$ cat src/rtl/hidp_pkg.sv
package hidp_pkg;

    localparam int USAGE_DEPTH_DEF = 16;
    localparam int MAX_FIELDS_DEF  = 64;

    // Result kinds
    localparam logic [1:0] KIND_IN   = 2'd0;
    localparam logic [1:0] KIND_OUT  = 2'd1;
    localparam logic [1:0] KIND_APP  = 2'd2;
    localparam logic [1:0] KIND_ERR  = 2'd3;

    // Error codes
    localparam logic [1:0] ERR_NONE  = 2'd0;
    localparam logic [1:0] ERR_LONG  = 2'd1;
    localparam logic [1:0] ERR_CLAMP = 2'd2;
    localparam logic [1:0] ERR_FULL  = 2'd3;

    // Item tags (header with size bits masked)
    localparam logic [7:0] TAG_MASK   = 8'hFC;
    localparam logic [7:0] TAG_INPUT  = 8'h80;
    localparam logic [7:0] TAG_OUTPUT = 8'h90;
    localparam logic [7:0] TAG_COLL   = 8'hA0;
    localparam logic [7:0] TAG_RSIZE  = 8'h74;
    localparam logic [7:0] TAG_RCOUNT = 8'h94;
    localparam logic [7:0] TAG_PAGE   = 8'h04;
    localparam logic [7:0] TAG_USAGE  = 8'h08;
    localparam logic [7:0] TAG_UMIN   = 8'h18;
    localparam logic [7:0] HDR_LONG   = 8'hFE;
    localparam logic [1:0] SIZE_MASK  = 2'h3;

    typedef enum logic [2:0] {
        ST_IDLE,
        ST_EXEC,
        ST_FIELD,
        ST_SHIFT,
        ST_EMIT
    } t_state;

    // Number of data bytes for a header size code
    function automatic logic [2:0] size_of_code(input logic [7:0] h);
        logic [1:0] c;
        c = h[1:0] & SIZE_MASK;
        return (c == 2'd3) ? 3'd4 : {1'b0, c};
    endfunction

endpackage

$ cat src/rtl/hid_report_descriptor_parser_unit.sv
// A byte that completes no item is taken in ST_IDLE; a completing byte then runs in ST_EXEC,
// and an application collection holds its record until the type is read from the list.
// Input/Output items: each element runs in ST_FIELD, after a registered read of the usage list
// head where one is used; ST_SHIFT moves the list down when more than one usage remains.
// Results: at most one per cycle, while i_ready holds; no byte is taken until an item is done.
// Reset: i_rst_n, synchronous active low, clears all state; i_first clears globals, usages and offsets.
module hid_report_descriptor_parser_unit #(
    parameter int USAGE_DEPTH = hidp_pkg::USAGE_DEPTH_DEF,
    parameter int MAX_FIELDS  = hidp_pkg::MAX_FIELDS_DEF
) (
    input  logic        i_clk,
    input  logic        i_rst_n,
    input  logic        i_valid,
    output logic        o_ready,
    input  logic [7:0]  i_data_byte,
    input  logic        i_first,
    output logic        o_valid,
    input  logic        i_ready,
    output logic [1:0]  o_kind,
    output logic [31:0] o_usage,
    output logic [15:0] o_bit_offset,
    output logic [7:0]  o_bit_size,
    output logic        o_is_index,
    output logic        o_is_relative,
    output logic [1:0]  o_error_code,
    output logic        o_last
);
    import hidp_pkg::*;

    localparam int AW = $clog2(USAGE_DEPTH);
    localparam int CW = $clog2(USAGE_DEPTH + 1);
    localparam int FW = $clog2(MAX_FIELDS + 1);
    localparam logic [CW-1:0] DEPTH_C = CW'(USAGE_DEPTH);
    localparam logic [FW-1:0] MAXF_C  = FW'(MAX_FIELDS);

    t_state r_state, n_state;

    logic [7:0]    r_hdr;
    logic [2:0]    r_left;
    logic [31:0]   r_data;
    logic [7:0]    r_page;
    logic [7:0]    r_rsize;
    logic [31:0]   r_rcount;
    logic [CW-1:0] r_ucnt;
    logic [31:0]   r_umin;
    logic [15:0]   r_in_off;
    logic [15:0]   r_out_off;
    logic [FW-1:0] r_fcnt;
    logic [AW-1:0] r_sidx;
    logic          r_rd_pend;

    // Output register
    logic        r_ovalid;
    logic [1:0]  r_kind;
    logic [31:0] r_usage;
    logic [15:0] r_off;
    logic [7:0]  r_size;
    logic        r_idx;
    logic        r_rel;
    logic [1:0]  r_err;
    logic        r_last;

    logic          mem_we;
    logic [AW-1:0] mem_waddr;
    logic [31:0]   mem_wdata;
    logic [AW-1:0] mem_raddr;
    logic [31:0]   mem_rdata;

    hidp_usage_mem #(.USAGE_DEPTH(USAGE_DEPTH), .AW(AW)) u_mem (
        .i_clk  (i_clk),
        .i_we   (mem_we),
        .i_waddr(mem_waddr),
        .i_wdata(mem_wdata),
        .i_raddr(mem_raddr),
        .o_rdata(mem_rdata)
    );

    logic [7:0]  tag;
    logic        is_io, is_in_item, cst, var_f, rel_f, clamped;
    logic [FW-1:0] cnt_eff;
    logic [15:0] cur_off;
    logic        app_pend;
    logic        out_free;

    assign tag        = r_hdr & TAG_MASK;
    assign is_in_item = (tag == TAG_INPUT);
    assign is_io      = is_in_item || (tag == TAG_OUTPUT);
    assign cst        = r_data[0];
    assign var_f      = r_data[1];
    assign rel_f      = r_data[2];
    assign clamped    = (r_rcount > 32'(MAX_FIELDS));
    assign cnt_eff    = clamped ? MAXF_C : FW'(r_rcount);
    assign cur_off    = is_in_item ? r_in_off : r_out_off;
    // Collection type still on its way from the memory
    assign app_pend   = r_rd_pend && (r_kind == KIND_APP) && (r_state == ST_IDLE);
    assign out_free   = !r_ovalid || (o_valid && i_ready);

    assign o_ready = (r_state == ST_IDLE) && out_free;

    logic acc;
    assign acc = i_valid && o_ready;

    // Field phase: does the current element need the list head?
    logic need_head;
    assign need_head = !cst && var_f && (r_ucnt != '0);

    // Next state
    always_comb begin
        n_state = r_state;
        unique case (r_state)
            ST_IDLE: begin
                if (acc) begin
                    if ((i_first || r_left == 3'd0) && i_data_byte == HDR_LONG) begin
                        n_state = ST_IDLE;
                    end else if ((i_first || r_left == 3'd0)
                                 ? (size_of_code(i_data_byte) == 3'd0)
                                 : (r_left == 3'd1)) begin
                        n_state = ST_EXEC;
                    end
                end
            end
            ST_EXEC: begin
                if (is_io) begin
                    n_state = (cnt_eff == '0) ? ST_IDLE : ST_FIELD;
                end else if (out_free) begin
                    n_state = ST_IDLE;
                end
            end
            ST_FIELD: begin
                if (need_head && !r_rd_pend) begin
                    n_state = ST_FIELD;
                end else if (cst || out_free) begin
                    n_state = (r_fcnt == FW'(1)) ? ST_IDLE
                            : (need_head && r_ucnt > CW'(1)) ? ST_SHIFT : ST_FIELD;
                end
            end
            ST_SHIFT: begin
                if (r_rd_pend && r_sidx == AW'(r_ucnt - CW'(2))) begin
                    n_state = ST_FIELD;
                end
            end
            default: n_state = ST_IDLE;
        endcase
    end

    // Memory port control
    always_comb begin
        mem_we    = 1'b0;
        mem_waddr = r_ucnt[AW-1:0];
        mem_wdata = {8'h00, r_page, 16'h0000} | r_data;
        mem_raddr = '0;
        if (r_state == ST_EXEC && tag == TAG_USAGE && r_ucnt < DEPTH_C) begin
            mem_we = 1'b1;
        end
        if (r_state == ST_EXEC && tag == TAG_COLL) begin
            mem_raddr = AW'(r_ucnt - CW'(1));
        end
        if (r_state == ST_SHIFT) begin
            mem_raddr = r_rd_pend ? r_sidx + AW'(2) : r_sidx + AW'(1);
            mem_we    = r_rd_pend;
            mem_waddr = r_sidx;
            mem_wdata = mem_rdata;
        end
    end

    logic [CW-1:0] n_ucnt_coll;
    assign n_ucnt_coll = (r_ucnt != '0) ? r_ucnt - CW'(1) : r_ucnt;

    always_ff @(posedge i_clk) begin
        if (!i_rst_n) begin
            r_state   <= ST_IDLE;
            r_hdr     <= '0;
            r_left    <= '0;
            r_data    <= '0;
            r_page    <= '0;
            r_rsize   <= '0;
            r_rcount  <= '0;
            r_ucnt    <= '0;
            r_umin    <= '0;
            r_in_off  <= '0;
            r_out_off <= '0;
            r_fcnt    <= '0;
            r_sidx    <= '0;
            r_rd_pend <= 1'b0;
            r_ovalid  <= 1'b0;
            r_kind    <= '0;
            r_usage   <= '0;
            r_off     <= '0;
            r_size    <= '0;
            r_idx     <= 1'b0;
            r_rel     <= 1'b0;
            r_err     <= '0;
            r_last    <= 1'b0;
        end else begin
            r_state <= n_state;
            if (o_valid && i_ready) begin
                r_ovalid <= 1'b0;
            end
            unique case (r_state)
                ST_IDLE: begin
                    if (acc) begin
                        if (i_first || r_left == 3'd0) begin
                            if (i_first) begin
                                r_page    <= '0;
                                r_rsize   <= '0;
                                r_rcount  <= '0;
                                r_ucnt    <= '0;
                                r_umin    <= '0;
                                r_in_off  <= '0;
                                r_out_off <= '0;
                            end
                            r_hdr  <= i_data_byte;
                            r_data <= '0;
                            r_left <= size_of_code(i_data_byte);
                            if (i_data_byte == HDR_LONG) begin
                                r_ovalid <= 1'b1;
                                r_kind   <= KIND_ERR;
                                r_usage  <= '0;
                                r_off    <= '0;
                                r_size   <= '0;
                                r_idx    <= 1'b0;
                                r_rel    <= 1'b0;
                                r_err    <= ERR_LONG;
                                r_last   <= 1'b1;
                            end
                        end else begin
                            unique case (size_of_code(r_hdr) - r_left)
                                3'd0:    r_data[7:0]   <= i_data_byte;
                                3'd1:    r_data[15:8]  <= i_data_byte;
                                3'd2:    r_data[23:16] <= i_data_byte;
                                default: r_data[31:24] <= i_data_byte;
                            endcase
                            r_left <= r_left - 3'd1;
                        end
                    end
                end
                ST_EXEC: begin
                    r_fcnt    <= cnt_eff;
                    r_rd_pend <= 1'b0;
                    if (is_io) begin
                        if (cnt_eff == '0) r_ucnt <= '0;
                    end else if (out_free) begin
                        if (tag == TAG_COLL) begin
                            r_ucnt <= n_ucnt_coll;
                            if (r_data == 32'd1) begin
                                r_ovalid <= 1'b1;
                                r_kind   <= KIND_APP;
                                r_usage  <= '0;
                                r_rd_pend <= (r_ucnt != '0);
                                r_off    <= '0;
                                r_size   <= '0;
                                r_idx    <= 1'b0;
                                r_rel    <= 1'b0;
                                r_err    <= ERR_NONE;
                                r_last   <= 1'b1;
                            end
                        end else if (tag == TAG_PAGE) begin
                            r_page <= r_data[7:0];
                        end else if (tag == TAG_RSIZE) begin
                            r_rsize <= r_data[7:0];
                        end else if (tag == TAG_RCOUNT) begin
                            r_rcount <= r_data;
                        end else if (tag == TAG_USAGE) begin
                            if (r_ucnt < DEPTH_C) begin
                                r_ucnt <= r_ucnt + CW'(1);
                            end else begin
                                r_ovalid <= 1'b1;
                                r_kind   <= KIND_ERR;
                                r_usage  <= '0;
                                r_off    <= '0;
                                r_size   <= '0;
                                r_idx    <= 1'b0;
                                r_rel    <= 1'b0;
                                r_err    <= ERR_FULL;
                                r_last   <= 1'b1;
                            end
                        end else if (tag == TAG_UMIN) begin
                            r_ucnt <= '0;
                            r_umin <= {8'h00, r_page, 16'h0000} | r_data;
                        end
                    end
                end
                ST_FIELD: begin
                    if (need_head && !r_rd_pend) begin
                        r_rd_pend <= 1'b1;
                    end else if (cst || out_free) begin
                        r_rd_pend <= 1'b0;
                        r_fcnt    <= r_fcnt - FW'(1);
                        if (is_in_item) r_in_off  <= r_in_off + 16'(r_rsize);
                        else            r_out_off <= r_out_off + 16'(r_rsize);
                        if (!cst) begin
                            r_ovalid <= 1'b1;
                            r_kind   <= is_in_item ? KIND_IN : KIND_OUT;
                            r_usage  <= need_head ? mem_rdata : r_umin;
                            r_off    <= cur_off;
                            r_size   <= r_rsize;
                            r_idx    <= !var_f;
                            r_rel    <= rel_f;
                            r_err    <= clamped ? ERR_CLAMP : ERR_NONE;
                            r_last   <= (r_fcnt == FW'(1));
                        end
                        if (!cst && var_f && r_ucnt == '0) begin
                            r_umin <= r_umin + 32'd1;
                        end
                        r_sidx <= '0;
                        // The list is emptied after the last element, so no shift then
                        if (r_fcnt == FW'(1)) begin
                            r_ucnt <= '0;
                        end
                    end
                end
                ST_SHIFT: begin
                    // Move list[i+1] -> list[i]; each write lands in the cycle after its registered read
                    r_rd_pend <= 1'b1;
                    if (r_rd_pend) r_sidx <= r_sidx + AW'(1);
                    if (r_rd_pend && r_sidx == AW'(r_ucnt - CW'(2))) begin
                        r_rd_pend <= 1'b0;
                        r_ucnt    <= r_ucnt - CW'(1);
                    end
                end
                default: ;
            endcase
            // Collection type arrives from the registered read of the list
            if (app_pend) begin
                r_usage   <= mem_rdata;
                r_rd_pend <= 1'b0;
            end
        end
    end

    assign o_valid       = r_ovalid && !app_pend;
    assign o_kind        = r_kind;
    assign o_usage       = r_usage;
    assign o_bit_offset  = r_off;
    assign o_bit_size    = r_size;
    assign o_is_index    = r_idx;
    assign o_is_relative = r_rel;
    assign o_error_code  = r_err;
    assign o_last        = r_last;

    // Not ready while an item runs
    assert property (@(posedge i_clk) disable iff (!i_rst_n)
        (r_state != ST_IDLE) |-> !o_ready)
        else $error("ready during item execution");

    // Usage count never exceeds the list depth
    assert property (@(posedge i_clk) disable iff (!i_rst_n)
        r_ucnt <= DEPTH_C)
        else $error("usage count overflow");

    // Error records carry zero usage and a nonzero error code
    assert property (@(posedge i_clk) disable iff (!i_rst_n)
        (o_valid && o_kind == KIND_ERR) |-> (o_usage == '0 && o_error_code != ERR_NONE))
        else $error("malformed error record");

endmodule

$ cat src/rtl/hidp_usage_mem.sv
module hidp_usage_mem #(
    parameter int USAGE_DEPTH = hidp_pkg::USAGE_DEPTH_DEF,
    parameter int AW = $clog2(USAGE_DEPTH)
) (
    input  logic          i_clk,
    input  logic          i_we,
    input  logic [AW-1:0] i_waddr,
    input  logic [31:0]   i_wdata,
    input  logic [AW-1:0] i_raddr,
    output logic [31:0]   o_rdata
);
    import hidp_pkg::*;

    logic [31:0] r_mem [USAGE_DEPTH];
    logic [31:0] r_rdata;

    // One write port, one registered read port
    always_ff @(posedge i_clk) begin
        if (i_we) begin
            r_mem[i_waddr] <= i_wdata;
        end
        r_rdata <= r_mem[i_raddr];
    end

    assign o_rdata = r_rdata;
endmodule
$ cat config.mk
export PLATFORM = sky130hd
export DESIGN_NAME = hid_report_descriptor_parser_unit
export DESIGN_NICKNAME = d
export VERILOG_FILES = /design/src/rtl/hidp_pkg.sv /design/src/rtl/hid_report_descriptor_parser_unit.sv /design/src/rtl/hidp_usage_mem.sv
export SDC_FILE = /design/constraint.sdc
export NUM_CORES = 1
export LEC_CHECK = 0
export BUFFER_PORTS_ARGS = -buffer_cell sky130_fd_sc_hd__buf_2
export CAP_MARGIN = 25
export CORE_ASPECT_RATIO = 2
export CORE_UTILIZATION = 55
export CTS_CLUSTER_DIAMETER = 40
export DETAILED_ROUTE_END_ITERATION = 6
export PLACE_DENSITY = 0.71
export SLEW_MARGIN = 20
export SYNTH_ARGS = -nofsm -noshare
export SYNTH_HDL_FRONTEND = slang
export SYNTH_SLANG_ARGS = --single-unit
$ cat constraint.sdc
create_clock -name i_clk -period 7.3 [get_ports i_clk]
set_clock_uncertainty 0.1 [all_clocks]
set_input_delay 0.73 -clock i_clk [delete_from_list [all_inputs] [get_ports i_clk]]
set_output_delay 0.73 -clock i_clk [all_outputs]
set_load 0.03 [all_outputs]
# After elaboration in Yosys (flattened, before gate mapping)
# Memories as Yosys holds them, arrays and structs flattened. A register that Yosys moved wholly into a read port is not among the register bits.
# Cells that the tools add are included.
[totals]
mem_bits_rw = 512
register_bits = 239
inputBits = 13
memories = 1
word_cells = 428
[mem_list]
columns = ["memory", "words", "width", "rd", "rd_clocked_by_memory_dff", "write_ports", "line", "rtl"]
rows = [
  ["u_mem.r_mem", 16, 32, 1, 1, 1, "hidp_usage_mem.sv:14", "logic [31:0] r_mem [USAGE_DEPTH];"],
]
[classes]
add_sub_neg = 11
eq_ne = 76
reduce_logical = 64
n_lt_le_gt_ge = 3
muxes = 245
n_bitwise = 2
[op_table]
columns = ["operator", "count"]
rows = [
  ["$mux 32", 39],
  ["$mux 16", 25],
  ["$mux 8", 31],
  ["$pmux 32 s3", 2],
  ["$mux 5", 18],
  ["$pmux 16 s2", 2],
  ["$pmux 32 s2", 1],
  ["$mux 1", 63],
  ["$mux 2", 28],
  ["$pmux 16 s3", 1],
  ["$reduce_and 15->1", 3],
  ["$ne 3x3->1 const B", 12],
  ["$ne 2x2->1 const B", 17],
  ["$mux 3", 11],
  ["$add 16x8->16", 2],
  ["$add 32x1->32 const B", 1],
  ["$eq 32x1->1 const B", 1],
  ["$gt 32x7->1 const B", 1],
  ["$or 24x32->32", 1],
  ["$pmux 8 s2", 2],
  ["$mux 4", 7],
  ["$ne 4x4->1 const B", 7],
  ["$eq 6x6->1 const B", 4],
  ["$pmux 8 s3", 1],
  ["56 further kinds", 121],
]

# Depth between registers and ports, before layout
# Gate-level depths: netlist of the first run.
[depth]
depth_word = 16
ltp_mapped = 12

# Hierarchy
# Synthesis of the first run repeated with hierarchy kept, for this count alone.
[hier_totals]
cells_unflattened = 2445
hier_area_um2 = 33051.7
[by_module_without_submodules]
columns = ["module", "area_per_inst_um2", "n_inst", "cells_each"]
rows = [
  ["hidp_usage_mem", 19835.3, 1, 838],
  ["hid_report_descriptor_parser_unit", 13216.4, 1, 1607],
]

# Worst setup path after synthesis of the first run
# No wires, ideal clock.
[synth_path]
path_kind = "reg2reg"
start = "register r_state[1]"
end = "memory u_mem.r_mem[10][0], enable pin"
path_slack_ns = 3.617
t_arrival_ns = 3.161
required_ns = 6.779
period_less_slack_ns = 3.683
n_path_buf = 3
stages_incl_launch_ff = 9
cell_sequence = "dfxtp_1 ha_1 clkbuf_1 clkbuf_1 buf_1 nand2_1 o31ai_1 o21ai_0 nor2_1"
[synth_via]
elab_chain_len = 7
[synth_rtl]
columns = ["element", "line", "rtl"]
rows = [
  ["start, declared", "hid_report_descriptor_parser_unit.sv:36", "t_state r_state, n_state;"],
  ["start signal, assigned", "hid_report_descriptor_parser_unit.sv:195", "r_state <= n_state;"],
  ["$eq 3x1->1", "hid_report_descriptor_parser_unit.sv:152", "if (r_state == ST_EXEC && tag == TAG_USAGE && r_ucnt < DEPTH_C) begin"],
  ["$logic_and 1x1->1 (2 in series)", "hid_report_descriptor_parser_unit.sv:152", ""],
  ["$mux 1", "hid_report_descriptor_parser_unit.sv:152", ""],
  ["$mux 1", "hid_report_descriptor_parser_unit.sv:158", "if (r_state == ST_SHIFT) begin"],
  ["$mux 1", "hidp_usage_mem.sv:19", "if (i_we) begin"],
  ["$mux 1 (not written as such)", "hidp_usage_mem.sv:20", "r_mem[i_waddr] <= i_wdata;"],
  ["end, declared", "hidp_usage_mem.sv:14", ""],
]
# Several ways; a longest one is shown, not always the timed one.

# Worst setup path in the final report of the first run
[layout_path]
start = "register r_state[0]"
end = "register r_usage[18] (netlist: o_usage[18])"
[layout_via]
elab_chain_len = 10
[layout_rtl]
columns = ["element", "line", "rtl"]
rows = [
  ["$logic_not 3->1", "hid_report_descriptor_parser_unit.sv:95, hid_report_descriptor_parser_unit.sv:98, hid_report_descriptor_parser_unit.sv:199", ""],
  ["$logic_and 1x1->1", "hid_report_descriptor_parser_unit.sv:95", "assign app_pend = r_rd_pend && (r_kind == KIND_APP) && (r_state == ST_IDLE);"],
  ["$logic_not 1->1", "hid_report_descriptor_parser_unit.sv:331", "assign o_valid = r_ovalid && !app_pend;"],
  ["$logic_and 1x1->1", "hid_report_descriptor_parser_unit.sv:331", ""],
  ["$logic_and 1x1->1", "hid_report_descriptor_parser_unit.sv:96", "assign out_free = !r_ovalid || (o_valid && i_ready);"],
  ["$logic_or 1x1->1", "hid_report_descriptor_parser_unit.sv:96", ""],
  ["$logic_and 1x1->1", "hid_report_descriptor_parser_unit.sv:98", "assign o_ready = (r_state == ST_IDLE) && out_free;"],
  ["$logic_and 1x1->1", "hid_report_descriptor_parser_unit.sv:101", "assign acc = i_valid && o_ready;"],
  ["$ne 3x3->1 (no source line)", "-", ""],
  ["$reduce_and 15->1 (no source line)", "-", ""],
  ["end signal, assigned", "hid_report_descriptor_parser_unit.sv:294", "r_usage <= need_head ? mem_rdata : r_umin;"],
  ["end signal, assigned", "hid_report_descriptor_parser_unit.sv:325", "r_usage <= mem_rdata;"],
  ["end, declared", "hid_report_descriptor_parser_unit.sv:55", "logic [31:0] r_usage;"],
]
# Several ways; a longest one is shown, not always the timed one.
# A chain may end at the register's enable or synchronous reset.

==> reports/metrics.csv, run 1 <==
metric;value;unit
synth_area;34100;µm²
finalPower;11400;µW
ctsHoldBuffers;0;
min_period;3990;ps
grt_usage;30.0;%
ys_warn_count;0;
overflow;0;
powerDensity;300;nW/µm²
synthFlopType;edfxtp_1;
layout.nets;2887;
worst_setup_path_end_kind;flop;
drive_gt1_share;17.3;%
worstPathRequired;7730;ps
crit_slowest_cell;inv_1;
rsz0062_at_grt;false;
finalCritPeriodShare;54.6;%
internal-power;7830;µW
cts_setup_buffers;0;
grt_pass1_wl;141000;µm
die_x;178;µm
antenna_found_initial;2;
drtIter0Drc;1932;
place_congestion;1.04;
avgSynthCellArea;12.2;µm²
seq_power_share;44.4;%
start_util;55.8;%
yosys.area.top_type_share;45.0;%
synthMuxAreaShare;12.1;%
slew_viol_final;0;
clk_latency;610;ps
synth.distinct_cells;87;
detailedRoute.firstPassIterationCount;7;
multi_input_area;12700;µm²
async_flop_share;0;%
seqCellArea;20800;µm²
dieArea;63100;µm²
via_count;23198;
netlist_instances;2808;
arrival;4420;ps
io_pins;78;
ys_seq_area_share;60.9;%
critPathMaxStageDelay;680;ps
synth_top_area_cell;edfxtp_1;
cts_tree;done;
fp-row-count;128;
wl_per_cell;25.6;µm
syn2layout_area_growth;10.9;%
viasPerCell;6.32;
hold_path.class;in2reg;
io_buffers;77;
max_freq;251;MHz
synth-xor-area-share;1.21;%
cts-resized-gates;0;
cts-buffers-inserted;69;
final_common_cell;edfxtp_1;
crit_family;buffers and inverters;
status;finished with violations;
synth_top_family_by_area;multiplexers;
dieHeight;354;µm
ys_seq_elements;782;
path_cells;inv_1, ha_2, buf_4, inv_1, nor4_1, a311oi_1, o21ai_2, a21oi_4, buf_4, mux2i_1;
start_kind;flop;
cts.sinks;782;
clockPowerShare;33.3;%
clockBufferDepth;3;
dp_hpwl;61200;µm
switching_share;31.2;%
p_leak;0.0135;µW
grt_max_degree;138;
synth_simple_gate_area_share;10.7;%
synthAdderAreaFrac;1.49;%
nFillCells;4698;
first_global_vias;23222;
h-tree-depth;3;
synthesis.nets;2860;
core_area;61200;µm²
finalWirelength;93700;µm
worst-path-buf-inv;4;
remaining_drc_errors;1;
antenna_left;0;
comb_power_share;22.3;%
clkTransAtPathRegs;70;ps
cts_root_buf;clkbuf_16;
cp_max_fo;32;
path_class;reg2reg;
p_sw;3550;µW
setup_viol;0;
ir_drop;0.176;mV
synth_edf_count;512;
relSlewSlack;26.8;%
final.setup.tns;0;ps
yosys-top-cells-area;edfxtp_1 (45%), dfxtp_1 (16%), mux2_2 (6.5%), mux2i_1 (5.5%), nand2_1 (3.6%);
worst_pin_slew;1100;ps
synth-compound-area-share;11.0;%
layout_common_cells;edfxtp_1 (512), nand2_1 (328), dfxtp_1 (270);
drv_cap;0;
diodes;0;
finalHoldViolations;0;
violations;DRC;
-- worst reg2reg max path: cells and delay by family (launching register included) --
family                     cells  cell delay (ps)
AOI/OAI and AO/OA              3             1050
adders and majority gates      1              190
buffers and inverters          4             1640
DFF                            1              370
muxes                          1              290
and+or+nand+nor                1              280
-- power groups by stage --
stage | Clock [µW] | Combinational, µW | Sequential (µW)
floorplan | 0 | 1750 | 5090
global placement | 0 | 2410 | 5140
detailed placement | 0 | 2460 | 5140
CTS | 3840 | 2470 | 5050
global route | 4000 | 2690 | 5060
finish | 3790 | 2530 | 5050
-- state kept, by name, summed over array words and instances, names as in the netlist, 4 cells and up --
signal and cells:
r_sidx 4, o_bit_offset 16, r_rsize 8, o_usage 32, r_ucnt 5, r_out_off 16, r_hdr 8, r_in_off 16
u_mem.o_rdata 32, o_bit_size 8, r_page 8, r_data 32, r_rcount 32, r_fcnt 7, u_mem.r_mem 512, r_umin 32
-- metrics by stage --
stage                     utilization [%]  area, µm²  std cells  worst slack (ps)  hold slack [ps]
after CTS                            61.7      37800       3660              3360              323
final                                61.9      37900       3668              3310              350
after detailed placement             57.9      35400       3536              3370              343
after floorplan                         -      34100       2808              3620              332
after global routing                 61.9      37900       3668              3100              354
after global placement               57.7      35300       3530              3540              338
-- metal layers --
metal	track usage, %	vias up	part of all wire (%)	wire length, µm
met5	0	-	0.014	13
met4	21.6	2	8.0	7460
met3	4.71	346	5.3	5010
met2	52.6	882	51	48200
met1	32.5	11384	35	33000
li1	-	10584	-	-
-- final cells by class --
type	count	share of cell area [%]
Sequential cell	782	54.9
Multi-Input combinational cell	1804	33.4
Clock buffer	90	5.06
Tap cell	780	2.58
Timing Repair Buffer	131	2.43
Clock inverter	34	1.15
Inverter	47	0.472
-- Yosys cell counts (35+ instances only) --
cell type / number
o21ai_0: 85
nand3_1: 74
dfxtp_1: 270
nand4_1: 35
mux2i_1: 189
nor3_1: 39
edfxtp_1: 512
o211ai_1: 106
inv_1: 46
a22oi_1: 38
nand2_1: 328
o2111ai_1: 36
a21oi_1: 160
ha_1: 36
clkbuf_1: 121
nor2_1: 157
mux2_2: 198
-- kinds of logic after synthesis --
kind of cell | count (synthesis)
and+or+nand+nor | 770
adders and majority gates | 39
buffers and inverters | 222
AOI/OAI and AO/OA | 561
xor gates and xnor gates | 47
DFF | 782
muxes | 387
-- worst paths after layout --
path	startpoint	endpoint	slack [ps]	cells past startpoint
hold / removal	i_data_byte[2]	r_hdr[2]	350	3
setup / recovery	r_state[0]	o_usage[18]	3310	10
setup reg to reg	r_state[0]	o_usage[18]	3310	10
hold reg to reg	r_rcount[20]	r_rcount[20]	350	2
Note: power is estimated with default switching activity, not from simulation.
==> run 2: changes to the inputs <==
clock period = 4 ns   (was 7.3 ns; I/O delays follow)
==> run 2 against run 1 <==
Compared with the run above: the flow now finishes without violations; hold slack got worse by 280 ps; sequential power is 82% higher; via count up 2.3%; global-route usage increased by 0.86 points; count of clock-buffer cells in the layout up 2; power rose by 86%; clock power up 84%; wire length up 3.4%; sequential share of layout area shrank 0.77 points; final cell count grew 1.6%; critical path depth unchanged; final area grew 1.4%.
==> reports/metrics.csv, run 2 (synthesized netlist as in run 1, its figures left out) <==
metric;value;unit
status;finished, final reports clean;
slew_viol_final;0;
finalHoldViolations;0;
cts-buffers-inserted;71;
arrival;3700;ps
antenna_left;0;
antenna_found_initial;2;
start_kind;flop;
clockBufferDepth;3;
finalCritPeriodShare;81.7;%
dieArea;63100;µm²
fp-row-count;128;
dp_hpwl;63600;µm
final_cells;3726;
cp_max_fo;11;
syn2layout_area_growth;12.5;%
max_freq;306;MHz
cts_tree;done;
final_common_cell;edfxtp_1;
cts-resized-gates;0;
hold_path.class;in2reg;
cts_root_buf;clkbuf_16;
relSlewSlack;14.5;%
ctsHoldBuffers;0;
path_class;reg2reg;
place_inst;3593;
layout.nets;2940;
io_pins;78;
multi_input_area;12600;µm²
seqCellArea;20800;µm²
drv_cap;0;
rsz0062_at_grt;false;
largest_reg_flops;512;
drtIter0Drc;1814;
first_global_vias;23810;
setup_viol;0;
core_area;61200;µm²
via_count;23727;
worst_setup_path_end_kind;flop;
min_period;3270;ps
grt_pass1_wl;143000;µm
viasPerCell;6.37;
drive_gt1_share;18.5;%
worstPathRequired;4430;ps
grt_max_degree;90;
diodes;0;
layout_common_cells;edfxtp_1 (512), nand2_1 (328), dfxtp_1 (270);
clkTransAtPathRegs;60;ps
io_buffers;77;
ir_drop;0.432;mV
dieHeight;354;µm
h-tree-depth;3;
nFillCells;4703;
worst_pin_slew;1280;ps
cts.sinks;782;
place_congestion;0.969;
start_util;55.8;%
regMostFlops;u_mem.r_mem;
clk_latency;620;ps
detailedRoute.firstPassIterationCount;6;
cts_setup_buffers;0;
final.setup.tns;0;ps
remaining_drc_errors;0;
wl_per_cell;26.0;µm
overflow;0;
powerDensity;550;nW/µm²
grt_usage;30.9;%
p_leak;0.0139;µW
finalWirelength;96900;µm
die_x;178;µm
-- run 2: cell types whose count changed in the layout (fill, tap and decap cells not counted), moves of 4 or more --
cell,change
clkinv_1,+4
clkbuf_8,-5
buf_4,+38
buf_12,+16
clkinv_2,+6
clkbuf_1,+5
-- run 2: metal layers --
layer	vias up	GRT usage [%]	part of all wire (%)
met5	-	0	0
met4	0	23.6	8.5
met3	417	4.80	5.7
met2	1039	53.9	51
met1	11582	33.0	35
li1	10689	-	-
-- run 2: critical path: stages (launching register included) --
cell and delay [ps]:
dfxtp_1 360, inv_1 100, ha_1 290, nand4b_1 130, buf_4 170, a211oi_1 130
buf_4 200, a2111oi_1 1110, buf_4 310, nand3_1 80, a21oi_1 200
-- run 2: through the flow --
| step | setup slack, ps | power [µW] | hold slack, ps | util, % | cell area (µm²) |
|---|---|---|---|---|---|
| after floorplan | 317 | 12500 | 332 | - | 34100 |
| after global placement | 761 | 14100 | 340 | 58.9 | 36000 |
| after detailed placement | 778 | 14200 | 346 | 58.9 | 36000 |
| after CTS | 759 | 21100 | 33.3 | 62.8 | 38400 |
| after global routing | 567 | 21800 | 64.4 | 62.8 | 38400 |
| final | 732 | 21100 | 66.6 | 62.8 | 38400 |
-- run 2: final cells by class --
class,instances,share of cell area (%)
repair buffers,182,3.81
well taps,780,2.54
clock inverters,39,1.19
multi-input cells,1804,32.9
flip-flops and latches,782,54.1
inverters,47,0.466
clock buffers,92,4.99
-- run 2: path summary, 6_finish.rpt --
path / start / endpoint / slack, ps / depth (start not counted)
max: r_state[0] / r_out_off[2] / 730 / 10
min: i_data_byte[2] / r_hdr[2] / 70 / 3
max reg2reg: r_state[0] / r_out_off[2] / 730 / 10
min reg2reg: o_bit_size[6] / o_bit_size[6] / 350 / 2
-- run 2: power breakdown --
part / switching [µW] / internal (µW)
Sequential: 215 / 8960
Combinational: 3410 / 1540
Clock: 3040 / 3960
